[src/design/fbcl_pkg.sv]
package fbcl_pkg;

   typedef enum logic [1:0] {
      REQ_TICK  = 2'd0,
      REQ_STAGE = 2'd1,
      REQ_FAULT = 2'd2
   } req_kind_type;

   typedef enum logic [1:0] {
      MODE_BOOT  = 2'd0,
      MODE_RUN   = 2'd1,
      MODE_FAULT = 2'd2
   } mode_type;

   typedef enum logic [1:0] {
      PHASE_READY = 2'd0,
      PHASE_LIT   = 2'd1,
      PHASE_GAP   = 2'd2
   } phase_type;

   typedef enum logic [2:0] {
      CSR_FAST_PERIOD = 3'd0,
      CSR_SLOW_PERIOD = 3'd1,
      CSR_PULSE       = 3'd2,
      CSR_GAP         = 3'd3,
      CSR_UNKNOWN     = 3'd4
   } csr_index_type;

   localparam logic [1:0] STAGE_RUN   = 2'd1;
   localparam logic [1:0] STAGE_FAULT = 2'd2;

   localparam int CSR_DATA_WIDTH  = 16;
   localparam int CSR_INDEX_WIDTH = 3;
   localparam int FIELD_CODE_WIDTH = 8;

   typedef struct packed {
      phase_type phase;
      logic      lit;
   } seq_status_type;

   function automatic mode_type mode_of(input logic [1:0] stage, input logic fault_nz);
      mode_type m;
      if (fault_nz || stage == STAGE_FAULT) begin
         m = MODE_FAULT;
      end else if (stage == STAGE_RUN) begin
         m = MODE_RUN;
      end else begin
         m = MODE_BOOT;
      end
      return m;
   endfunction

endpackage

[src/design/fbcl_csr.sv]
module fbcl_csr #(
   parameter int TIME_WIDTH = 16,
   parameter int CODE_WIDTH = 8
) (
   input  logic                                  clock,
   input  logic                                  reset,
   input  logic                                  csr_valid,
   input  logic [fbcl_pkg::CSR_INDEX_WIDTH-1:0]  csr_index,
   input  logic [fbcl_pkg::CSR_DATA_WIDTH-1:0]   csr_data,
   output logic [TIME_WIDTH-1:0]                 fast_period,
   output logic [TIME_WIDTH-1:0]                 slow_period,
   output logic [TIME_WIDTH-1:0]                 pulse_time,
   output logic [TIME_WIDTH-1:0]                 gap_time,
   output logic [CODE_WIDTH-1:0]                 unknown_code
);
   import fbcl_pkg::*;

   localparam logic [31:0] TIME_MAX32 = 32'((64'd1 << TIME_WIDTH) - 64'd1);

   logic [TIME_WIDTH-1:0] fast_ff, slow_ff, pulse_ff, gap_ff;
   logic [CODE_WIDTH-1:0] unknown_ff;
   logic [31:0]           data32;
   logic [TIME_WIDTH-1:0] data_time;

   // saturate intervals that do not fit the countdown
   assign data32    = 32'(csr_data);
   assign data_time = (data32 > TIME_MAX32) ? TIME_WIDTH'(TIME_MAX32)
                                            : data32[TIME_WIDTH-1:0];

   always_ff @(posedge clock) begin
      if (reset) begin
         fast_ff    <= TIME_WIDTH'(100);
         slow_ff    <= TIME_WIDTH'(500);
         pulse_ff   <= TIME_WIDTH'(150);
         gap_ff     <= TIME_WIDTH'(800);
         unknown_ff <= CODE_WIDTH'(7);
      end else if (csr_valid) begin
         case (csr_index_type'(csr_index))
            CSR_FAST_PERIOD: fast_ff    <= data_time;
            CSR_SLOW_PERIOD: slow_ff    <= data_time;
            CSR_PULSE:       pulse_ff   <= data_time;
            CSR_GAP:         gap_ff     <= data_time;
            CSR_UNKNOWN:     unknown_ff <= csr_data[CODE_WIDTH-1:0];
            default: begin
            end
         endcase
      end
   end

   assign fast_period  = fast_ff;
   assign slow_period  = slow_ff;
   assign pulse_time   = pulse_ff;
   assign gap_time     = gap_ff;
   assign unknown_code = unknown_ff;

endmodule

[src/design/fbcl_engine.sv]
module fbcl_engine #(
   parameter int TIME_WIDTH = 16,
   parameter int CODE_WIDTH = 8
) (
   input  logic                            clock,
   input  logic                            reset,
   input  logic                            fire,
   input  logic [1:0]                      item_type,
   input  logic [1:0]                      item_stage,
   input  logic [CODE_WIDTH-1:0]           item_code,
   input  logic [TIME_WIDTH-1:0]           fast_period,
   input  logic [TIME_WIDTH-1:0]           slow_period,
   input  logic [TIME_WIDTH-1:0]           pulse_time,
   input  logic [TIME_WIDTH-1:0]           gap_time,
   input  logic [CODE_WIDTH-1:0]           unknown_code,
   output logic                            next_level,
   output fbcl_pkg::mode_type              next_mode,
   output fbcl_pkg::seq_status_type        status
);
   import fbcl_pkg::*;

   logic                  lit_ff, lit_in;
   logic [TIME_WIDTH-1:0] rem_ff, rem_in;
   phase_type             phase_ff, phase_in;
   logic [CODE_WIDTH-1:0] done_ff, done_in;
   logic [CODE_WIDTH-1:0] use_ff, use_in;
   logic [1:0]            stage_ff, stage_in;
   logic [CODE_WIDTH-1:0] fault_ff, fault_in;

   mode_type              mode_now;
   logic [TIME_WIDTH-1:0] rem_dec, rem_v;
   logic [CODE_WIDTH-1:0] code_eff, done_v;
   phase_type             phase_v;

   assign mode_now = mode_of(stage_ff, fault_ff != '0);
   assign rem_dec  = (rem_ff != '0) ? rem_ff - TIME_WIDTH'(1) : rem_ff;
   assign code_eff = (fault_ff != '0) ? fault_ff : unknown_code;

   always_comb begin
      lit_in   = lit_ff;
      rem_in   = rem_ff;
      phase_in = phase_ff;
      done_in  = done_ff;
      use_in   = use_ff;
      stage_in = stage_ff;
      fault_in = fault_ff;
      rem_v    = rem_dec;
      done_v   = done_ff;
      phase_v  = phase_ff;
      if (fire) begin
         case (req_kind_type'(item_type))
            REQ_TICK: begin
               if (mode_now == MODE_FAULT) begin
                  // restart the group on a new code
                  if (code_eff != use_ff) begin
                     use_in  = code_eff;
                     phase_v = PHASE_READY;
                     done_v  = '0;
                     lit_in  = 1'b0;
                     rem_v   = '0;
                  end
                  phase_in = phase_v;
                  done_in  = done_v;
                  rem_in   = rem_v;
                  if (rem_v == '0) begin
                     case (phase_v)
                        PHASE_READY: begin
                           if (done_v < code_eff) begin
                              lit_in   = 1'b1;
                              rem_in   = pulse_time;
                              phase_in = PHASE_LIT;
                           end else begin
                              lit_in   = 1'b0;
                              rem_in   = gap_time;
                              phase_in = PHASE_GAP;
                           end
                        end
                        PHASE_LIT: begin
                           lit_in   = 1'b0;
                           rem_in   = pulse_time;
                           done_in  = done_v + CODE_WIDTH'(1);
                           phase_in = PHASE_READY;
                        end
                        default: begin
                           done_in  = '0;
                           phase_in = PHASE_READY;
                           rem_in   = '0;
                        end
                     endcase
                  end
               end else begin
                  rem_in = rem_dec;
                  if (rem_dec == '0) begin
                     lit_in = ~lit_ff;
                     rem_in = (mode_now == MODE_RUN) ? slow_period : fast_period;
                  end
               end
            end
            REQ_STAGE: begin
               stage_in = item_stage;
               if (item_stage != STAGE_FAULT) begin
                  phase_in = PHASE_READY;
                  done_in  = '0;
                  use_in   = '0;
               end
            end
            REQ_FAULT: begin
               fault_in = item_code;
               if (item_code == '0) begin
                  phase_in = PHASE_READY;
                  done_in  = '0;
                  use_in   = '0;
               end
            end
            default: begin
            end
         endcase
      end
   end

   always_ff @(posedge clock) begin
      if (reset) begin
         lit_ff   <= 1'b0;
         rem_ff   <= '0;
         phase_ff <= PHASE_READY;
         done_ff  <= '0;
         use_ff   <= '0;
         stage_ff <= '0;
         fault_ff <= '0;
      end else begin
         lit_ff   <= lit_in;
         rem_ff   <= rem_in;
         phase_ff <= phase_in;
         done_ff  <= done_in;
         use_ff   <= use_in;
         stage_ff <= stage_in;
         fault_ff <= fault_in;
      end
   end

   assign next_level   = lit_in;
   assign next_mode    = mode_of(stage_in, fault_in != '0);
   assign status.phase = phase_ff;
   assign status.lit   = lit_ff;

endmodule

[src/design/fault_blink_code_led.sv]
// Status LED blink-code generator.
// Request channel (req_valid / req_stall): one beat is a millisecond tick
// (req_type 0), a stage-class write (1) or a fault-code write (2). Each beat
// yields exactly one response beat on rsp_valid / rsp_stall carrying the LED
// level and the mode (boot, run, fault) after that beat.
// Register channel (csr_valid / csr_ready): csr_ready is always high; index 0
// fast period, 1 slow period, 2 pulse time, 3 gap time, 4 unknown code.
// Write registers only while no beat is in flight.
// Path: a beat accepted into the input register moves through the state
// update into the response register. Throughput: one beat per cycle while
// rsp_stall is low, set by the single state update between the two registers.
// When rsp_stall is high with a response waiting, the input register still
// fills; req_stall rises only once both registers hold a beat.
// Reset (synchronous, active high) empties both registers, darkens the LED,
// selects boot mode with no fault and restores the register defaults
// (100, 500, 150, 800 ms, unknown code 7). The first tick after reset
// toggles the LED.
module fault_blink_code_led #(
   parameter int TIME_WIDTH = 16,
   parameter int CODE_WIDTH = 8
) (
   input  logic                                  clock,
   input  logic                                  reset,
   input  logic                                  req_valid,
   output logic                                  req_stall,
   input  logic [1:0]                            req_type,
   input  logic [1:0]                            req_stage_class,
   input  logic [fbcl_pkg::FIELD_CODE_WIDTH-1:0] req_fault_value,
   output logic                                  rsp_valid,
   input  logic                                  rsp_stall,
   output logic                                  rsp_led_level,
   output logic [1:0]                            rsp_led_mode,
   input  logic                                  csr_valid,
   output logic                                  csr_ready,
   input  logic [fbcl_pkg::CSR_INDEX_WIDTH-1:0]  csr_index,
   input  logic [fbcl_pkg::CSR_DATA_WIDTH-1:0]   csr_data
);
   import fbcl_pkg::*;

   logic                  in_vld_ff, in_vld_in;
   logic [1:0]            in_type_ff, in_stage_ff;
   logic [CODE_WIDTH-1:0] in_code_ff;
   logic                  out_vld_ff, out_vld_in;
   logic                  out_level_ff;
   mode_type              out_mode_ff;

   logic                  load_in, advance;
   logic [TIME_WIDTH-1:0] fast_period, slow_period, pulse_time, gap_time;
   logic [CODE_WIDTH-1:0] unknown_code;
   logic                  next_level;
   mode_type              next_mode;
   seq_status_type        status;

   assign advance    = in_vld_ff & (~out_vld_ff | ~rsp_stall);
   assign req_stall  = in_vld_ff & ~advance;
   assign load_in    = req_valid & ~req_stall;
   assign in_vld_in  = load_in | (in_vld_ff & ~advance);
   assign out_vld_in = advance | (out_vld_ff & rsp_stall);
   assign csr_ready  = 1'b1;

   fbcl_csr #(
      .TIME_WIDTH (TIME_WIDTH),
      .CODE_WIDTH (CODE_WIDTH)
   ) u_csr (
      .clock        (clock),
      .reset        (reset),
      .csr_valid    (csr_valid & csr_ready),
      .csr_index    (csr_index),
      .csr_data     (csr_data),
      .fast_period  (fast_period),
      .slow_period  (slow_period),
      .pulse_time   (pulse_time),
      .gap_time     (gap_time),
      .unknown_code (unknown_code)
   );

   fbcl_engine #(
      .TIME_WIDTH (TIME_WIDTH),
      .CODE_WIDTH (CODE_WIDTH)
   ) u_engine (
      .clock        (clock),
      .reset        (reset),
      .fire         (advance),
      .item_type    (in_type_ff),
      .item_stage   (in_stage_ff),
      .item_code    (in_code_ff),
      .fast_period  (fast_period),
      .slow_period  (slow_period),
      .pulse_time   (pulse_time),
      .gap_time     (gap_time),
      .unknown_code (unknown_code),
      .next_level   (next_level),
      .next_mode    (next_mode),
      .status       (status)
   );

   always_ff @(posedge clock) begin
      if (reset) begin
         in_vld_ff  <= 1'b0;
         out_vld_ff <= 1'b0;
      end else begin
         in_vld_ff  <= in_vld_in;
         out_vld_ff <= out_vld_in;
      end
   end

   always_ff @(posedge clock) begin
      if (load_in) begin
         in_type_ff  <= req_type;
         in_stage_ff <= req_stage_class;
         in_code_ff  <= req_fault_value[CODE_WIDTH-1:0];
      end
      if (advance) begin
         out_level_ff <= next_level;
         out_mode_ff  <= next_mode;
      end
   end

   assign rsp_valid     = out_vld_ff;
   assign rsp_led_level = out_level_ff;
   assign rsp_led_mode  = out_mode_ff;

   a_stall_needs_beat: assert property (@(posedge clock) disable iff (reset)
      req_stall |-> in_vld_ff && out_vld_ff)
      else $error("request stalled without a blocked beat");

   a_advance_fills_out: assert property (@(posedge clock) disable iff (reset)
      advance |=> rsp_valid)
      else $error("advanced beat missing on response port");

   a_pulse_lit: assert property (@(posedge clock) disable iff (reset)
      status.phase == PHASE_LIT |-> status.lit)
      else $error("pulse phase active with LED dark");

   a_run_no_phase: assert property (@(posedge clock) disable iff (reset)
      (rsp_valid && rsp_led_mode == MODE_RUN && !advance) |-> status.phase == PHASE_READY)
      else $error("fault sequence left active outside fault mode");

endmodule

[config.mk]
export PLATFORM = sky130hd
export DESIGN_NAME = fault_blink_code_led
export DESIGN_NICKNAME = d
export VERILOG_FILES = /design/src/design/fbcl_pkg.sv /design/src/design/fbcl_csr.sv /design/src/design/fbcl_engine.sv /design/src/design/fault_blink_code_led.sv
export SDC_FILE = /design/constraint.sdc
export NUM_CORES = 1
export LEC_CHECK = 0
export BUFFER_PORTS_ARGS = -buffer_cell sky130_fd_sc_hd__buf_2
export CAP_MARGIN = 0
export CORE_ASPECT_RATIO = 0.5
export CORE_MARGIN = 4
export CORE_UTILIZATION = 56
export DETAILED_ROUTE_END_ITERATION = 10
export HOLD_SLACK_MARGIN = 0.15
export PLACE_DENSITY = 0.77
export SLEW_MARGIN = 5
export SYNTH_ARGS = -nofsm -noshare
export SYNTH_HDL_FRONTEND = slang
export SYNTH_HIERARCHICAL = 1
export SYNTH_SLANG_ARGS = --single-unit
[constraint.sdc]
create_clock -name clock -period 4.5 [get_ports clock]
set_input_delay 0.225 -clock clock [delete_from_list [all_inputs] [get_ports clock]]
set_output_delay 0.225 -clock clock [all_outputs]
set_load 0.01 [all_outputs]
==> impl_metrics.yaml <==
detailed_routing:
  first_pass_iters: 5
  num_vias: 6620
  drt-total-wl_um: 20400
  wire_per_inst_um: 19.2
  drt_iter0_drc: 716
  antenna_left: 0
  drc: 0
  routed_via_density: 6.25
cells_and_area:
  diodes: 0
  drive_gt1_share_pct: 13.8
  final_area_um2: 8590
  final_common_cell: "dfxtp_1"
  nNetsFinal: 926
  area_growth_pct: 16.7
  final_cell_mix: "119 x dfxtp_1, 97 x mux2i_1, 90 x nor2_1, 70 x nand2b_1, 61 x nand2_1"
timing:
  slew_headroom_pct: 28.5
  rsz0062_at_grt: "false"
  period_share_pct: 93.6
  timing.final.ws_setup_ns: 0.286
  tns_ns: 0
  fin_skew_ns: 0.0153
  post-route-min-period_ns: 4.21
  worst_pin_slew_ns: 1.07
  slew_violations: 0
  fmax_ghz: 0.237
  holdWs_ns: 0.165
  setup_viol: 0
  final-hold-violation-count: 0
critical_path:
  end_kind: "register"
  cp.required_ns: 4.80
  worst_path_most_repeated_cell: "buf_4"
  path_delay_family: "simple AND/OR/NAND/NOR gates"
  cp.arrival_ns: 4.51
  cp-start-kind: "register"
  crit_path_max_fanout: 14
  path_class: "reg2reg"
  cp_slowest_stage_delay_ns: 0.50
  worst_r2r_path_depth: 16
  cp.buffers_inverters: 3
  crit_chain: "nor4_4 -> a41oi_2 -> xnor2_1 -> nor4_2 -> buf_4 -> and3_1 -> ha_1 -> nand4_1 -> nor2_1 -> a2111oi_4 -> buf_4 -> o31ai_4 -> buf_12 -> and2_1 -> a221oi_1 -> o21ai_0"
  reg2reg_from: "u_engine/fault_ff[5]"
  r2r_end: "u_engine/rem_ff[14]"
  rrSetupSlack_ns: 0.29
  slowest_stage: "nor4_4"
worst_hold_path:
  hp-class: "in2reg"
  hp-start: "csr_data[13]"
  min_to: "u_csr/fast_period[13]"
  hold_depth: 3
global_route:
  grt_start_max_net_pins: 73
  first_global_vias: 6278
  grt_pass1_wl_um: 32500
  antenna_found_initial: 0
  grt_use_total_pct: 27.1
  overflow: 0
run_status:
  status: "finished clean"
clocking:
  h-tree-depth: 4
  clockRootBuffer: "clkbuf_16"
  clk_pin_slew_ns: 0.07
  cts_made_buffers: 17
  max-clock-path-buffers: 2
  cts_tree: "done"
  clk-insertion-delay-late_ns: 0.42
  clock-sinks: 134
pwr:
  vdd_drop_max_v: 0.000217
  total_power_mw: 3.31
  power_leakage_nw: 3.64
  powerDensity_nw_per_um2: 386
run:
  max_cap_violations: 0
placement:
  place_area_um2: 7630
  io_buffers: 40
  post-dp-hpwl_um: 13500
  place_ws_ns: -0.0460
  place.gp.congestion: 0.936
floorplan:
  start_util_pct: 57.6
  die_h_um: 89.0
  num_io_pins: 42
  core_um2: 12800
  chipWidth_um: 170
  die_area_um2: 15100
  fp-row-count: 29
yosys:
  synth_cells: 833
  syn_nets: 882
  syn_area_per_cell_um2: 8.83
  synth_area_um2: 7360
  ys_warn_count: 6
worst reg2reg max path, stage by stage, from the launching register on:
cell and delay [ns]:
dfxtp_1 0.40, nor4_4 0.51, a41oi_2 0.28, xnor2_1 0.22, nor4_2 0.30, buf_4 0.24, and3_1 0.28, ha_1 0.27
nand4_1 0.11, nor2_1 0.09, a2111oi_4 0.41, buf_4 0.21, o31ai_4 0.09, buf_12 0.15, and2_1 0.15, a221oi_1 0.25
o21ai_0 0.12
registers in the layout, summed over array words and instances (netlist names), 2 cells and up:
register            cells
u_csr/pulse_time       16
rsp_led_mode            2
u_engine/rem_ff        16
in_type_ff              2
u_engine/use_ff         8
u_csr/fast_period      16
u_engine/fault_ff       8
u_engine/phase_ff       2
in_stage_ff             2
in_code_ff              8
u_csr/gap_time         16
u_engine/done_ff        8
u_csr/slow_period      16
u_csr/unknown_code      8
u_engine/stage_ff       2
power by group:
part / switching [mW] / total [mW] / leakage, nW / internal [mW]
clock network: 0.559 / 1.42 / 0.287 / 0.858
registers: 0.0292 / 1.27 / 1.11 / 1.24
logic: 0.395 / 0.623 / 2.24 / 0.228
through the flow:
step | cells | util (%)
final | 1060 | 67.2
after global placement | 1001 | 59.7
after detailed placement | 1001 | 59.7
after global routing | 1060 | 67.2
after CTS | 1058 | 66.7
after floorplan | 833 | -
per-layer routing:
metal	up-vias	track usage (%)	wire, µm
met5	-	0	0
met4	0	12.2	575
met3	63	4.46	1550
met2	318	44.3	9350
met1	3144	35.9	8880
li1	3095	-	-
repair_timing:
item / CTS / global route
setup buffers: 0 / 2
hold endpoints to repair: 36 / 0
hold buffers: 25 / 0
cloned: 0 / 0
gates resized for setup: 6 / 5
endpoints found under the setup margin: 16 / 17
pin swaps: 0 / 3
final cells by class:
class / instances / area, µm²
flip-flops and latches: 134 / 2830
fillers: 1013 / 4190
multi-input cells: 621 / 4270
repair buffers: 81 / 586
well taps: 170 / 213
inverters: 22 / 82.6
clock buffers: 20 / 458
clock inverters: 12 / 141
how the worst max path moves through the flow:
stage | to | startpoint | cells past startpoint | slack, ns
after CTS | u_engine/rem_ff[11] | u_engine/fault_ff[2] | 15 | 0.08
after global routing | u_engine/rem_ff[12] | u_engine/fault_ff[5] | 16 | 0.02
after global placement | u_engine/rem_ff[13] | u_engine/fault_ff[2] | 15 | 0.14
after floorplan | u_engine/rem_ff[15] | u_engine/fault_ff[6] | 15 | 0.19
final | u_engine/rem_ff[14] | u_engine/fault_ff[5] | 16 | 0.29
after detailed placement | u_engine/rem_ff[13] | u_engine/fault_ff[2] | 15 | -0.05
No activity file was read; power rests on OpenSTA's default activity.
